**src/rtl/esd_pkg.sv**
```systemverilog
// shared types, character codes and decode functions of the escape decoder
// no dependencies; imported by esd_front, esd_queue, esd_back and escape_sequence_decoder
`timescale 1ns / 1ps
`default_nettype none

package esd_pkg;

	localparam logic [7:0] CH_BACKSLASH = 8'h5C;
	localparam logic [7:0] CH_R         = 8'h72;
	localparam logic [7:0] CH_N         = 8'h6E;
	localparam logic [7:0] CH_ZERO      = 8'h30;
	localparam logic [7:0] CH_T         = 8'h74;
	localparam logic [7:0] CH_B         = 8'h62;
	localparam logic [7:0] CH_O         = 8'h6F;
	localparam logic [7:0] CH_D         = 8'h64;
	localparam logic [7:0] CH_X         = 8'h78;
	localparam logic [7:0] CH_U         = 8'h75;

	localparam logic [7:0] BYTE_CR  = 8'h0D;
	localparam logic [7:0] BYTE_LF  = 8'h0A;
	localparam logic [7:0] BYTE_NUL = 8'h00;
	localparam logic [7:0] BYTE_TAB = 8'h09;

	localparam logic [4:0] DIGIT_NONE = 5'd31;

	// one queued job: optional escape replay (backslash, letter, digits), then optional byte
	typedef struct packed {
		logic            flush;
		logic [7:0]      letter;
		logic [7:0][7:0] digits;
		logic [3:0]      ndig;
		logic            tail_en;
		logic [7:0]      tail;
	} cmd_t;

	function automatic logic [3:0] esc_size(input logic [7:0] letter);
		case (letter)
			CH_B:    return 4'd8;
			CH_O:    return 4'd3;
			CH_D:    return 4'd3;
			CH_X:    return 4'd2;
			CH_U:    return 4'd4;
			default: return 4'd0;
		endcase
	endfunction

	function automatic logic [4:0] esc_base(input logic [7:0] letter);
		case (letter)
			CH_B:    return 5'd2;
			CH_O:    return 5'd8;
			CH_D:    return 5'd10;
			CH_X:    return 5'd16;
			CH_U:    return 5'd16;
			default: return 5'd0;
		endcase
	endfunction

	// digit value, DIGIT_NONE for anything outside 0-9, a-f, A-F
	function automatic logic [4:0] digit_val(input logic [7:0] c);
		if (c >= 8'h30 && c <= 8'h39) return {1'b0, c[3:0]};
		if (c >= 8'h61 && c <= 8'h66) return 5'(c[3:0]) + 5'd9;
		if (c >= 8'h41 && c <= 8'h46) return 5'(c[3:0]) + 5'd9;
		return DIGIT_NONE;
	endfunction

endpackage

`default_nettype wire

```
**src/rtl/esd_front.sv**
```systemverilog
// front end: accepts string bytes, tracks escape parsing state, issues jobs
// depends on esd_pkg (cmd_t, character codes, decode functions)
`timescale 1ns / 1ps
`default_nettype none

module esd_front import esd_pkg::*; (
	input  logic       clk,
	input  logic       arst_n,
	input  logic       in_valid,
	output logic       in_ready,
	input  logic [7:0] in_byte,
	input  logic       end_of_string,
	input  logic       q_ready,
	output logic       push,
	output cmd_t       push_cmd
);

	typedef enum logic [2:0] {
		MODE_PLAIN  = 3'b001,
		MODE_ESC    = 3'b010,
		MODE_DIGITS = 3'b100
	} mode_t;

	mode_t           mode_q, mode_d;
	logic [7:0]      letter_q, letter_d;
	logic [3:0]      count_q, count_d;
	logic [7:0]      acc_q, acc_d;
	logic [7:0]      digits_q [8];
	logic            digit_we;
	logic            accept;
	logic            has_res;
	logic            starts_esc;
	logic [3:0]      size;
	logic [4:0]      base;
	logic [4:0]      dval;
	logic            dig_ok;
	logic [7:0]      scaled;
	logic [7:0]      acc_new;
	logic [3:0]      count_inc;
	logic [7:0][7:0] digits_pk;
	cmd_t            cmd;

	assign in_ready   = q_ready;
	assign accept     = in_valid && q_ready;
	assign size       = esc_size(letter_q);
	assign base       = esc_base(letter_q);
	assign dval       = digit_val(in_byte);
	assign dig_ok     = dval < base;
	assign count_inc  = count_q + 4'd1;
	assign starts_esc = (in_byte == CH_BACKSLASH) && !end_of_string;

	// a valid digit of an open numeric escape goes into the digit store
	assign digit_we   = (mode_q == MODE_DIGITS) && (size != 4'd0) && dig_ok;

	// value times base, base is one of 2, 8, 10, 16
	always_comb begin
		case (base)
			5'd2:    scaled = {acc_q[6:0], 1'b0};
			5'd8:    scaled = {acc_q[4:0], 3'b000};
			5'd10:   scaled = {acc_q[4:0], 3'b000} + {acc_q[6:0], 1'b0};
			5'd16:   scaled = {acc_q[3:0], 4'b0000};
			default: scaled = acc_q;
		endcase
	end
	assign acc_new = scaled + {4'b0000, dval[3:0]};

	// stored digits with the current one folded in
	always_comb begin
		for (int k = 0; k < 8; k++) begin
			digits_pk[k] = (digit_we && count_q[2:0] == 3'(k)) ? in_byte : digits_q[k];
		end
	end

	always_comb begin
		mode_d   = mode_q;
		letter_d = letter_q;
		count_d  = count_q;
		acc_d    = acc_q;
		has_res  = 1'b0;
		cmd      = '0;
		case (mode_q)
			MODE_ESC: begin
				mode_d      = MODE_PLAIN;
				has_res     = 1'b1;
				cmd.tail_en = 1'b1;
				case (in_byte)
					CH_R:         cmd.tail = BYTE_CR;
					CH_N:         cmd.tail = BYTE_LF;
					CH_ZERO:      cmd.tail = BYTE_NUL;
					CH_T:         cmd.tail = BYTE_TAB;
					CH_BACKSLASH: cmd.tail = CH_BACKSLASH;
					default: begin
						cmd.tail_en = 1'b0;
						if (esc_size(in_byte) == 4'd0 || end_of_string) begin
							cmd.flush  = 1'b1;
							cmd.letter = in_byte;
						end else begin
							has_res  = 1'b0;
							letter_d = in_byte;
							count_d  = 4'd0;
							acc_d    = 8'd0;
							mode_d   = MODE_DIGITS;
						end
					end
				endcase
			end
			MODE_DIGITS: begin
				mode_d = MODE_PLAIN;
				if (size == 4'd0) begin
					if (starts_esc) begin
						mode_d = MODE_ESC;
					end else begin
						has_res     = 1'b1;
						cmd.tail_en = 1'b1;
						cmd.tail    = in_byte;
					end
				end else if (dig_ok) begin
					count_d  = count_inc;
					acc_d    = acc_new;
					if (count_inc >= size) begin
						has_res     = 1'b1;
						cmd.tail_en = 1'b1;
						cmd.tail    = acc_new;
					end else if (end_of_string) begin
						has_res    = 1'b1;
						cmd.flush  = 1'b1;
						cmd.letter = letter_q;
						cmd.ndig   = count_inc;
					end else begin
						mode_d = MODE_DIGITS;
					end
				end else begin
					// bad digit: replay the escape, then treat the byte as plain text
					has_res    = 1'b1;
					cmd.flush  = 1'b1;
					cmd.letter = letter_q;
					cmd.ndig   = count_q;
					if (starts_esc) begin
						mode_d = MODE_ESC;
					end else begin
						cmd.tail_en = 1'b1;
						cmd.tail    = in_byte;
					end
				end
			end
			default: begin
				mode_d = MODE_PLAIN;
				if (starts_esc) begin
					mode_d = MODE_ESC;
				end else begin
					has_res     = 1'b1;
					cmd.tail_en = 1'b1;
					cmd.tail    = in_byte;
				end
			end
		endcase
		cmd.digits = digits_pk;
	end

	assign push     = accept && has_res;
	assign push_cmd = cmd;

	always_ff @(posedge clk or negedge arst_n) begin
		if (!arst_n) begin
			mode_q   <= MODE_PLAIN;
			letter_q <= 8'd0;
			count_q  <= 4'd0;
			acc_q    <= 8'd0;
		end else if (accept) begin
			mode_q   <= mode_d;
			letter_q <= letter_d;
			count_q  <= count_d;
			acc_q    <= acc_d;
		end
	end

	always_ff @(posedge clk) begin
		if (accept && digit_we) begin
			digits_q[count_q[2:0]] <= in_byte;
		end
	end

endmodule

`default_nettype wire

```
**src/rtl/esd_queue.sv**
```systemverilog
// two-entry job queue between the front end and the back end
// depends on esd_pkg (cmd_t)
`timescale 1ns / 1ps
`default_nettype none

module esd_queue import esd_pkg::*; (
	input  logic clk,
	input  logic arst_n,
	input  logic push,
	input  cmd_t push_cmd,
	output logic q_ready,
	input  logic pop,
	output logic head_valid,
	output cmd_t head_cmd
);

	cmd_t       slot_q [2];
	logic       wr_q;
	logic       rd_q;
	logic [1:0] cnt_q;

	assign q_ready    = cnt_q != 2'd2;
	assign head_valid = cnt_q != 2'd0;
	assign head_cmd   = slot_q[rd_q];

	always_ff @(posedge clk or negedge arst_n) begin
		if (!arst_n) begin
			wr_q  <= 1'b0;
			rd_q  <= 1'b0;
			cnt_q <= 2'd0;
		end else begin
			if (push) wr_q <= ~wr_q;
			if (pop)  rd_q <= ~rd_q;
			case ({push, pop})
				2'b10:   cnt_q <= cnt_q + 2'd1;
				2'b01:   cnt_q <= cnt_q - 2'd1;
				default: cnt_q <= cnt_q;
			endcase
		end
	end

	always_ff @(posedge clk) begin
		if (push) begin
			slot_q[wr_q] <= push_cmd;
		end
	end

endmodule

`default_nettype wire

```
**src/rtl/esd_back.sv**
```systemverilog
// back end: walks the head job one output beat at a time into the output register
// depends on esd_pkg (cmd_t, CH_BACKSLASH)
`timescale 1ns / 1ps
`default_nettype none

module esd_back import esd_pkg::*; (
	input  logic       clk,
	input  logic       arst_n,
	input  logic       head_valid,
	input  cmd_t       head_cmd,
	output logic       pop,
	output logic       out_valid,
	input  logic       out_ready,
	output logic [7:0] out_byte,
	output logic       run_last
);

	logic [3:0] pos_q;
	logic [3:0] eff;
	logic [3:0] last_pos;
	logic [2:0] dig_idx;
	logic       is_last;
	logic       load;
	logic [7:0] beat;
	logic       out_valid_q;
	logic [7:0] out_byte_q;
	logic       run_last_q;

	// jobs without a replay start straight at the tail slot
	assign eff      = pos_q + (head_cmd.flush ? 4'd0 : 4'd2);
	assign last_pos = 4'd1 + head_cmd.ndig + {3'b000, head_cmd.tail_en};
	assign is_last  = eff == last_pos;
	assign dig_idx  = 3'(eff - 4'd2);

	always_comb begin
		if (eff == 4'd0) begin
			beat = CH_BACKSLASH;
		end else if (eff == 4'd1) begin
			beat = head_cmd.letter;
		end else if (eff < 4'd2 + head_cmd.ndig) begin
			beat = head_cmd.digits[dig_idx];
		end else begin
			beat = head_cmd.tail;
		end
	end

	assign load = head_valid && (!out_valid_q || out_ready);
	assign pop  = load && is_last;

	always_ff @(posedge clk or negedge arst_n) begin
		if (!arst_n) begin
			out_valid_q <= 1'b0;
			pos_q       <= 4'd0;
		end else if (load) begin
			out_valid_q <= 1'b1;
			pos_q       <= is_last ? 4'd0 : pos_q + 4'd1;
		end else if (out_ready) begin
			out_valid_q <= 1'b0;
		end
	end

	always_ff @(posedge clk) begin
		if (load) begin
			out_byte_q <= beat;
			run_last_q <= is_last;
		end
	end

	assign out_valid = out_valid_q;
	assign out_byte  = out_byte_q;
	assign run_last  = run_last_q;

endmodule

`default_nettype wire

```
**src/rtl/escape_sequence_decoder.sv**
```systemverilog
// top level of the backslash escape decoder: front end, job queue, back end
// depends on esd_pkg, esd_front, esd_queue, esd_back
`timescale 1ns / 1ps
`default_nettype none

// Decodes a backslash-escaped string arriving one byte per input beat, with
// end_of_string marking the last byte. \r \n \0 \t and \\ give CR, LF, NUL, TAB
// and a backslash; \b, \o, \d, \x and \u read 8 binary, 3 octal, 3 decimal,
// 2 hex or 4 hex digits and give their value modulo 256 as one byte. An
// unknown letter, a bad digit or a string that ends inside an escape makes the
// block replay the backslash, the letter and the digits seen so far as text,
// after which a bad digit byte is handled as ordinary text (it may open a new
// escape). Each input beat produces zero to ten output beats; run_last marks
// the last beat caused by an input. Timing: the front end classifies one input
// beat per cycle and hands any work to a two-entry queue; the back end drives
// one output beat per cycle unless out_ready holds it, so an input whose work
// is n beats occupies the back end for n output beats, and the input side
// stalls only once the queue is full. First output passes through the queue
// slot and then the output register. Ordinary text runs at one byte per cycle
// while the output is not stalled; each replayed byte is one back-end beat.
module escape_sequence_decoder import esd_pkg::*; (
	input  logic       clk,
	input  logic       arst_n,
	input  logic       in_valid,
	output logic       in_ready,
	input  logic [7:0] in_byte,
	input  logic       end_of_string,
	output logic       out_valid,
	input  logic       out_ready,
	output logic [7:0] out_byte,
	output logic       run_last
);

	// jobs from the front end into the queue
	logic push;
	cmd_t push_cmd;
	logic q_ready;

	// head of the queue toward the back end
	logic head_valid;
	cmd_t head_cmd;
	logic pop;

	// front end holds the parse mode, escape letter, digit count, running
	// value and the digits read so far
	esd_front u_front (
		.clk           (clk),
		.arst_n        (arst_n),
		.in_valid      (in_valid),
		.in_ready      (in_ready),
		.in_byte       (in_byte),
		.end_of_string (end_of_string),
		.q_ready       (q_ready),
		.push          (push),
		.push_cmd      (push_cmd)
	);

	// decouples classification from output so each side stalls on its own
	esd_queue u_queue (
		.clk        (clk),
		.arst_n     (arst_n),
		.push       (push),
		.push_cmd   (push_cmd),
		.q_ready    (q_ready),
		.pop        (pop),
		.head_valid (head_valid),
		.head_cmd   (head_cmd)
	);

	// back end expands each job into output beats through a registered output
	esd_back u_back (
		.clk        (clk),
		.arst_n     (arst_n),
		.head_valid (head_valid),
		.head_cmd   (head_cmd),
		.pop        (pop),
		.out_valid  (out_valid),
		.out_ready  (out_ready),
		.out_byte   (out_byte),
		.run_last   (run_last)
	);

endmodule

`default_nettype wire

```
**config.mk**
```make
export PLATFORM = sky130hd
export DESIGN_NAME = escape_sequence_decoder
export DESIGN_NICKNAME = d
export VERILOG_FILES = /design/src/rtl/esd_pkg.sv /design/src/rtl/esd_front.sv /design/src/rtl/esd_queue.sv /design/src/rtl/esd_back.sv /design/src/rtl/escape_sequence_decoder.sv
export SDC_FILE = /design/constraint.sdc
export NUM_CORES = 1
export LEC_CHECK = 0
export ABC_AREA = 0
export CORE_MARGIN = 5
export CORE_UTILIZATION = 37
export DETAILED_ROUTE_END_ITERATION = 8
export DONT_BUFFER_PORTS = 1
export PLACE_DENSITY_LB_ADDON = 0.2
export SETUP_SLACK_MARGIN = 0.2
export SLEW_MARGIN = 0
export SYNTH_ARGS = -nofsm -noshare
export SYNTH_HDL_FRONTEND = slang
export SYNTH_SLANG_ARGS = --single-unit
```
**constraint.sdc**
```tcl
create_clock -name clk -period 8.2 [get_ports clk]
set_input_delay 0.82 -clock clk [delete_from_list [all_inputs] [get_ports clk]]
set_output_delay 0.82 -clock clk [all_outputs]
set_load 0.01 [all_outputs]
```
# After elaboration in Yosys (flattened, before gate mapping)
# Memories as Yosys holds them, arrays and structs flattened.
# Cells that the tools add are included.
[classes]
n_eq_ne = 37
reduce_logical = 38
magnitude_cmp = 10
addsub = 12
mux = 83
bitwise = 4
[op_table]
columns = ["operator", "count"]
rows = [
  ["2-to-1 mux 8 bit", 15],
  ["equality test 8 x 7 -> 1 bit (second input constant)", 14],
  ["2-to-1 mux 9 bit", 9],
  ["2-to-1 mux 4 bit", 11],
  ["case mux 9 bit (2 select lines)", 2],
  ["case mux 4 bit (4 select lines)", 2],
  ["case mux 8 bit (4 select lines)", 1],
  ["2-to-1 mux 5 bit", 6],
  ["case mux 7 bit (4 select lines)", 1],
  ["binary-select mux 8 bit (select 3 bit)", 1],
  ["2-to-1 mux 1 bit", 20],
  ["case mux 5 bit (4 select lines)", 1],
  ["logical AND 1 bit", 19],
  ["2-to-1 mux 3 bit", 6],
  [">= comparator 8 x 7 -> 1 bit (second input constant)", 2],
  ["less-or-equal comparator 8 x 7 -> 1 bit (second input constant)", 2],
  ["case mux 8 bit (2 select lines)", 1],
  ["equality test 3 bit (second input constant)", 5],
  ["2-to-1 mux 13 bit", 1],
  ["logical NOT 4 bit", 3],
  ["equality test 5 x 4 -> 1 bit (second input constant)", 2],
  ["equality test 3 x 2 -> 1 bit (second input constant)", 3],
  ["adder 4 x 1 -> 4 bit (second input constant)", 2],
  ["adder 8 x 4 -> 8 bit", 1],
  ["40 further kinds", 54],
]
[word_totals]
ff_bits = 41
output_inout_bits = 11
memories = 2
wordCells = 197
inputBits = 13
ram_bits = 236
[mem_list]
columns = ["memory", "depth", "word_bits", "read_ports", "rd_clocked_by_memory_dff", "wr", "line_no", "source"]
rows = [
  ["u_queue.slot_q", 2, 86, 1, 0, 1, "esd_queue.sv:17", "cmd_t slot_q [2];"],
  ["u_front.digits_q", 8, 8, 8, 0, 1, "esd_front.sv:28", "logic [7:0] digits_q [8];"],
]

# Logic depth before layout (Yosys ltp)
# Gate-level depths: netlist (run 1).
[depth]
depth_word = 16
depth_mapped = 18
ltp_nobuf = 16

# Hierarchy
# Synthesis (run 1) repeated with hierarchy kept, for this count alone.
[hier_totals]
cells_unflattened = 905
area_unflattened_um2 = 13541.7
[modules_own_cells]
columns = ["mod", "n_inst", "seq_area_each_um2", "area_each_um2", "cells_per_inst"]
rows = [
  ["esd_queue", 1, 5265.0, 6513.7, 284],
  ["esd_front", 1, 2498.6, 5544.1, 496],
  ["esd_back", 1, 395.4, 1483.9, 125],
]

# Least setup slack after synthesis (run 1)
# No wires, ideal clock.
[synth_path]
path_type = "input-to-reg"
startpoint = "input in_byte[1]"
endpoint = "memory u_queue.slot_q[0][0] in the netlist's numbering (enable)"
required_time_ns = 7.659
setup_slack_ns = 0.613
n_path_buf = 1
stages = 13
arrival_time_ns = 7.045
setup_time_ns = 0.541
cell_sequence = "clkbuf_1 inv_1 ha_1 or3b_2 o311ai_4 nor3_1 o21ai_0 ha_1 and2_1 o311a_1 nor3_1 a21oi_1 nor2b_1"
[synth_via]
elab_chain_len = 15
elab_cells_between_ends = 50
cone_classes = "1 x add/sub; 7 x order compare; 10 x eq/ne; 23 x mux; 9 x reduce/logical"
[synth_rtl]
columns = ["element", "line_no", "source"]
rows = [
  ["start, declared", "escape_sequence_decoder.sv:26", "input logic [7:0] in_byte,"],
  [">= comparator 8 x 7 -> 1 bit / less-or-equal comparator 8 x 7 -> 1 bit (equally long branches)", "esd_pkg.sv:62", "if (c >= 8'h41 && c <= 8'h46) return 5'(c[3:0]) + 5'd9;"],
  ["logical AND 1 bit", "esd_pkg.sv:62", ""],
  ["2-to-1 mux 1 bit (2 in series)", "esd_pkg.sv:62", ""],
  ["2-to-1 mux 1 bit", "esd_pkg.sv:61", "if (c >= 8'h61 && c <= 8'h66) return 5'(c[3:0]) + 5'd9;"],
  ["2-to-1 mux 5 bit", "esd_pkg.sv:63", "return DIGIT_NONE;"],
  ["2-to-1 mux 5 bit", "esd_pkg.sv:62", ""],
  ["2-to-1 mux 5 bit", "esd_pkg.sv:61", ""],
  ["< comparator 5 bit", "esd_front.sv:48", "assign dig_ok = dval < base;"],
  ["2-to-1 mux 1 bit", "esd_front.sv:117", "end else if (dig_ok) begin"],
  ["2-to-1 mux 1 bit", "esd_front.sv:109", "if (size == 4'd0) begin"],
  ["case mux 1 bit (2 select lines) *", "esd_front.sv:81", "case (mode_q)"],
  ["logical AND 1 bit *", "esd_front.sv:160", "assign push = accept && has_res;"],
  ["2-to-1 mux 1 bit *", "esd_queue.sv:43", "if (push) begin"],
  ["2-to-1 mux 1 bit (implied by the code) *", "esd_queue.sv:44", "slot_q[wr_q] <= push_cmd;"],
  ["end, declared", "esd_queue.sv:17", ""],
]
# Every way passes the cells marked *; elsewhere a longest branch is shown, timed or not. The select of a mux whose other input is x is not followed.

# Worst setup path in the final report (run 1)
[layout_path]
startpoint = "register u_front.letter_q[0]"
endpoint = "memory u_queue.slot_q[1][25] in the netlist's numbering (enable)"
[layout_via]
elab_chain_len = 11
elab_cells_between_ends = 19
cone_classes = "2 x order compare; 5 x eq/ne; 8 x mux; 4 x reduce/logical"
[layout_rtl]
columns = ["element", "line_no", "source"]
rows = [
  ["start, declared", "esd_front.sv:25", "logic [7:0] letter_q, letter_d;"],
  ["start signal, assigned", "esd_front.sv:171", "letter_q <= letter_d;"],
  ["equality test 8 x 7 -> 1 bit", "esd_pkg.sv:37, esd_pkg.sv:48", ""],
  ["OR reduction 2 bit (no source line)", "n/a", ""],
  ["case mux 4 bit (4 select lines)", "esd_pkg.sv:37", "case (letter)"],
  [">= comparator 4 bit", "esd_front.sv:120", "if (count_inc >= size) begin"],
  ["2-to-1 mux 1 bit", "esd_front.sv:120", ""],
  ["2-to-1 mux 1 bit", "esd_front.sv:117", ""],
  ["2-to-1 mux 1 bit *", "esd_front.sv:109", ""],
  ["case mux 1 bit (2 select lines) *", "esd_front.sv:81", ""],
  ["logical AND 1 bit *", "esd_front.sv:160", ""],
  ["2-to-1 mux 1 bit *", "esd_queue.sv:43", ""],
  ["2-to-1 mux 1 bit (implied by the code) *", "esd_queue.sv:44", ""],
]
# Every way passes the cells marked *; elsewhere a longest branch is shown, timed or not.

==> impl_metrics.toml, run 1 <==
[cells_and_area]
layout_common_cells = "edfxtp_1, mux2_2, nand2_1, a21oi_1, clkbuf_16"
seq_area_mm2 = 0.008163
nFillCells = 3286
final_net_count = 953
layout_commonest_cell = "edfxtp_1"
utilization = 0.4183
multiInputGateArea_mm2 = 0.004923
layout-drive-gt1-share = 0.2144
design_area_mm2 = 0.01488
antenna_cells = 0
area_growth_pct = 11.58

[logic_synthesis]
syn_area_per_cell_um2 = 14.60
ys_async_sr_fraction = 0.1155
synthCells = 913
ys_seq_area_frac = 0.6120
yosysUniqueCellTypes = 84
ys.flop_type = "edfxtp_1"
ys_warn_count = 0
synth_fp_nets = 962
synth-edff-count = 245
ys_ff_latch = 277
syn_area_mm2 = 0.01333

[grt]
grt_start_max_net_pins = 60
antenna_found_initial = 1
grt_pass1_wl_mm = 48.85
grt_pass1_vias = 7582
grtUsageTotal = 0.1629
overflow = 0

[sta]
drv_slew = 0
fin_crit_ns = 4.740
period_share = 0.5781
worst_pin_slew_ns = 1.178
hold_viol_final = 0
setup_viol_count_final = 0
holdWs_ns = 0.1385
slew_headroom = 0.2088
skew_ns = 0.009787
fin_ws_ns = 3.460
fmax_ghz = 0.2110
rsz0062_at_grt = "no"
setup_tns_ns = 0

[floorplan]
start_util = 0.3748
rows = 69
die_y_um = 199.8
die_width_um = 199.8
boundaryPins = 24
fp.coreArea_mm2 = 0.03557
dieArea_mm2 = 0.03993

[clock_network]
clk_latency_ns = 0.51
cts_sinks = 277
clkTransAtPathRegs_ns = 0.05
cts_setup_buffers = 0
cts_buffer_depth = 3
cts_tree = "built"
tritoncts.num_buffers = 34
htreeDepth = 2
cts_root_buffer = "clkbuf_16"
cts-hold-fix-buffers = 1
ctsResizeCount = 0

[routing]
wl_met2_mm = 14.85
drt_iter0_drc = 518
ant_nets = 0
wl_met1_mm = 15.33
top_layer = "met4"
wire_per_inst_um = 23.20
post-route-drc-count = 0
routed_via_density = 5.554
firstDrtPassIters = 5
via_count = 7715
wl_met3_mm = 1.453
wirelength_mm = 32.22

[worst_setup_path]
path_class = "flop to flop"
critPathMaxStageDelay_ns = 0.85
cp_top_family = "simple AND/OR/NAND/NOR gates"
cp-end-kind = "flop"
critPathArrivalTime_ns = 4.87
critPathRequiredTime_ns = 8.33
worstPathMaxFanout = 59
cp_cell_sequence = "nor4b_1 > o21ai_0 > ha_1 > and2_1 > o311a_1 > nor3_1 > a21oi_1 > and2_4 > buf_4"
cp-start-kind = "flop"
critPathSlowestCell = "nor4b_1"
crit_buf_inv = 1

[flow_run]
drv_cap = 0

[status]
status = "complete, no violations"

[placed_design]
hpwlAfterDp_mm = 21.11
place.gp.congestion = 0.8858
place_area_mm2 = 0.01379
io_buffers = 0
dp_slack_ns = 3.029

[power]
ir_drop_mv = 0.1615
leakage_uw = 0.005175
power_density_mw_per_mm2 = 317.5

[hold_path]
hp-class = "primary input to asynchronous set/reset pin"
-- report_power, final --
group          switching, uW  internal (uW)
registers                116           1840
clock network            571            855
logic                    807            538
-- through the flow --
step	cells	total power, uW
5_1_grt	1389	4983
3_3_place_gp	1328	3348
3_5_place_dp	1328	3357
4_1_cts	1389	4801
6_report	1389	4724
2_1_floorplan	913	2936
-- flip-flops by register name (all words and copies together), names as in the netlist --
signal,flops
u_front.letter_q,8
u_back.out_byte,8
u_front.digits_q,64
u_queue.rd_q,1
u_queue.cnt_q,2
u_front.mode_q,3
u_queue.slot_q,172
u_back.out_valid,1
u_front.acc_q,8
u_queue.wr_q,1
u_back.run_last,1
u_front.count_q,4
u_back.pos_q,4
-- final timing paths --
| kind | start | end | slack [ns] | cells after the start |
|---|---|---|---|---|
| max in group asynchronous | arst_n | u_queue.rd_q | 7.87 | 1 |
| setup / recovery | u_front.letter_q[0] | u_queue.slot_q[1][25] | 3.46 | 9 |
| hold / removal | arst_n | u_front.acc_q[1] | 0.14 | 1 |
| hold reg to reg | u_back.pos_q[3] | u_back.pos_q[3] | 0.51 | 1 |
| setup reg to reg | u_front.letter_q[0] | u_queue.slot_q[1][25] | 3.46 | 9 |
| min in group clk | in_byte[7] | u_front.digits_q[3][7] | 0.41 | 0 |
-- layout make-up --
type / instances / share of cell area
Inverter: 18 / 0.004542
Clock inverter: 19 / 0.01060
Multi-Input combinational cell: 564 / 0.3309
Sequential cell: 277 / 0.5487
Timing Repair Buffer: 9 / 0.005383
Clock buffer: 41 / 0.06106
Tap cell: 461 / 0.03877
-- cell families (layout without fill, tap and decap cells) --
kind of cell,after synthesis,after routing,share of synthesized area
adder cells (fa/ha/maj),36,36,0.03491
XOR/XNOR,26,26,0.01708
flip-flops,277,277,0.6120
buffers and inverters,72,87,0.02234
multiplexers,145,145,0.1386
AO/OA/AOI/OAI,166,166,0.08606
AND/OR/NAND/NOR,191,191,0.08906
-- synthesized netlist by cell type (4+ instances only) --
library cell	count	area share
clkbuf_1	32	0.0090
buf_1	5	0.0014
mux2_2	85	0.072
o21a_1	4	0.0023
a211oi_1	9	0.0051
mux2i_1	26	0.020
mux4_2	22	0.037
and3_1	8	0.0038
xnor2_1	15	0.0099
nand2_1	36	0.010
nor3b_1	4	0.0023
nor2_1	25	0.0070
a22o_1	11	0.0072
edfxtp_1	245	0.55
nand3b_1	5	0.0028
o21ai_0	31	0.012
mux2_1	12	0.010
dfrtp_1	31	0.058
o31ai_1	4	0.0023
inv_1	17	0.0048
xor2_1	11	0.0072
nor2b_1	18	0.0084
a221o_1	5	0.0038
buf_2	16	0.0060
a21oi_1	36	0.014
nor3_1	13	0.0049
a21o_1	8	0.0045
and2_1	15	0.0070
nand2b_1	14	0.0066
ha_1	34	0.032
nand3_1	5	0.0019
nor4_1	12	0.0056
o22ai_1	20	0.0094
-- layer usage --
layer / GRT usage / vias up
met1: 0.2376 / 3934
met3: 0.02870 / 46
li1: - / 3553
met5: 0 / -
met4: 0.04050 / 0
met2: 0.2555 / 182
Power figures use the tool's default switching activity.
==> run 2: changes to the inputs <==
--- a/config.mk
+++ b/config.mk
@@ -5,7 +5,7 @@
 export SDC_FILE = /design/constraint.sdc
 export NUM_CORES = 1
 export LEC_CHECK = 0
-export ABC_AREA = 0
+export ABC_AREA = 1
 export CORE_MARGIN = 5
 export CORE_UTILIZATION = 37
 export DETAILED_ROUTE_END_ITERATION = 8
==> constraint.sdc (replaced) <==
create_clock -name clk -period 4.03 [get_ports clk]
set_input_delay 0.403 -clock clk [delete_from_list [all_inputs] [get_ports clk]]
set_output_delay 0.403 -clock clk [all_outputs]
set_load 0.01 [all_outputs]
==> impl_metrics.toml, run 2 <==
[status]
status = "complete, no violations"

[logic_synthesis]
ys_seq_area_frac = 0.6151
synth_commonest_cells = "nand2_1, edfxtp_1, nor2_1, o21ai_0, inv_1"
ys_warn_count = 0
synth_fp_nets = 1308
synthCells = 1259
yosys-top-cells-area = "edfxtp_1, nand2_1, dfrtp_1"
synth_top_area_frac = 0.5547
ys_ff_latch = 277
ys_async_sr_fraction = 0.1155
ys.flop_type = "edfxtp_1"
syn_area_per_cell_um2 = 10.54
yosysTopAreaCell = "edfxtp_1"
synth-edff-count = 245
yosysUniqueCellTypes = 48
yosysMostFrequentCell = "nand2_1"
syn_area_mm2 = 0.01326

[clock_network]
cts_root_buffer = "clkbuf_16"
clkTransAtPathRegs_ns = 0.06
ctsResizeCount = 0
cts_tree = "built"
cts_sinks = 277
tritoncts.num_buffers = 30
htreeDepth = 1
clk_latency_ns = 0.56
cts_buffer_depth = 3

[routing]
via_count = 9150
drt_iter0_drc = 674
ant_nets = 0
firstDrtPassIters = 7
routed_via_density = 5.158
wire_per_inst_um = 20.96
post-route-drc-count = 0
wirelength_mm = 37.18

[cells_and_area]
nFillCells = 3328
final_net_count = 1338
layout_commonest_cell = "nand2_1"
regMostFlops = "u_queue.slot_q"
design_area_mm2 = 0.01511
largest_reg_flops = 172
area_growth_pct = 13.90
multiInputGateArea_mm2 = 0.004552
layout-drive-gt1-share = 0.1386
layout_common_cells = "nand2_1, edfxtp_1, nor2_1"
seq_area_mm2 = 0.008160
antenna_cells = 0

[worst_setup_path]
critPathRequiredTime_ns = 4.32
path_class = "flop to flop"
critPathArrivalTime_ns = 3.53
r2r.worst_path.cells = 19
cp_cell_sequence = "inv_1 > nand2_1 > nor2_1 > nand2_2 > nand2_1 > nor2_1 > nand2_1 > o21ai_0 > inv_1 > fa_1 > nor2_1 > a211oi_1 > nand3b_1 > nor2_1 > nand2_1 > nand3_1 > nand2_1 > nand2_1 > nand2_1"
critPathSlowestCell = "fa_1"
worstPathMaxFanout = 6
cp-start-kind = "flop"
critPathMaxStageDelay_ns = 0.43
worst_path_most_repeated_cell = "nand2_1"
cp-end-kind = "flop"

[sta]
drv_slew = 0
holdWs_ns = 0.09052
setup_viol_count_final = 0
rsz0062_at_grt = "no"
setup_tns_ns = 0
hold_viol_final = 0
worst_pin_slew_ns = 0.8416
skew_ns = 0.01143
fmax_ghz = 0.3085
fin_crit_ns = 3.242
slew_headroom = 0.4356
period_share = 0.8044

[placed_design]
place.gp.congestion = 0.9163
hpwlAfterDp_mm = 24.91
place_area_mm2 = 0.01396
io_buffers = 0

[power]
finalPower_uw = 10070
ir_drop_mv = 0.3796
power_density_mw_per_mm2 = 666.6
leakage_uw = 0.005854

[grt]
antenna_found_initial = 0
grt_start_max_net_pins = 71
overflow = 0
grtUsageTotal = 0.1882
grt_pass1_wl_mm = 56.05
grt_pass1_vias = 8634

[floorplan]
dieArea_mm2 = 0.03973
rows = 69
die_y_um = 199.3
fp.coreArea_mm2 = 0.03548
die_width_um = 199.3
boundaryPins = 24
start_util = 0.3738

[hold_path]
min_path_cells = 2
hp-class = "primary input to flop"

[flow_run]
drv_cap = 0
-- run 2: cell types whose count changed after synthesis, moves of 22 or more --
| cell | previous run | this run |
|---|---|---|
| mux4_2 | 22 | 0 |
| mux2i_1 | 26 | 2 |
| o21ai_2 | 1 | 31 |
| nand2_1 | 36 | 287 |
| o21ai_1 | 1 | 28 |
| nor2_1 | 25 | 129 |
| mux2_2 | 85 | 0 |
| o21ai_0 | 31 | 109 |
| nand3_1 | 5 | 52 |
| inv_1 | 17 | 79 |
-- run 2: repair_timing --
| item | in CTS | in global routing |
|---|---|---|
| hold buffers | 11 | 0 |
| setup buffers | 0 | 0 |
| hold endpoints to repair | 102 | 0 |
-- run 2: cell type report --
cell class	count	area share
Sequential cell	277	0.5402
Multi-Input combinational cell	840	0.3013
Clock buffer	38	0.05301
Tap cell	461	0.03818
Timing Repair Buffer	49	0.02932
Inverter	91	0.02294
Clock inverter	18	0.01507
-- run 2: where the power goes --
group          switching (uW)  internal [uW]
registers                 172           3760
logic                    2310            998
clock network            1110           1720
-- run 2: final timing paths --
check                      slack, ns           startpoint                   end
max                             0.79  u_front.letter_q[1]  u_queue.slot_q[0][6]
min                             0.09           in_byte[5]  u_queue.slot_q[1][5]
max reg2reg                     0.79  u_front.letter_q[1]  u_queue.slot_q[0][6]
min reg2reg                     0.47         u_queue.wr_q          u_queue.wr_q
max in group asynchronous       3.44               arst_n     u_front.mode_q[0]
min in group asynchronous       0.32               arst_n    u_front.count_q[2]
-- run 2: worst max-delay path: cells and delay by family (launching register included) --
kind	cells	cell delay, ns
flip-flops	1	0.36
buffers and inverters	2	0.18
AND/OR/NAND/NOR	14	1.62
adder cells (fa/ha/maj)	1	0.43
AO/OA/AOI/OAI	2	0.36
-- run 2: logic make-up (layout without fill, tap and decap cells) --
kind of cell,Yosys count,after routing,synth area share
buf+inv,142,196,0.04679
fa+ha+maj,36,36,0.03509
mux,2,2,0.001509
compound gates,255,255,0.1154
flops,277,277,0.6151
simple gates,528,528,0.1736
xor+xnor,19,19,0.01255
-- run 2: metal layers --
metal / vias to the layer above / GRT usage / wire length (um)
li1: 4457 / - / -
met1: 4380 / 0.2846 / 17560
met2: 270 / 0.2885 / 16680
met3: 43 / 0.02529 / 2100
met4: 0 / 0.04679 / 840
met5: - / 0 / 0
-- run 2: through the flow --
step                utilization  instances  worst slack, ns
finish                   0.4258       1774           0.7884
global route             0.4258       1774           0.3945
CTS                      0.4258       1774           0.8169
detailed placement       0.3934       1707           0.6803
global placement         0.3934       1707           0.7165
floorplan                     -       1259          0.08269
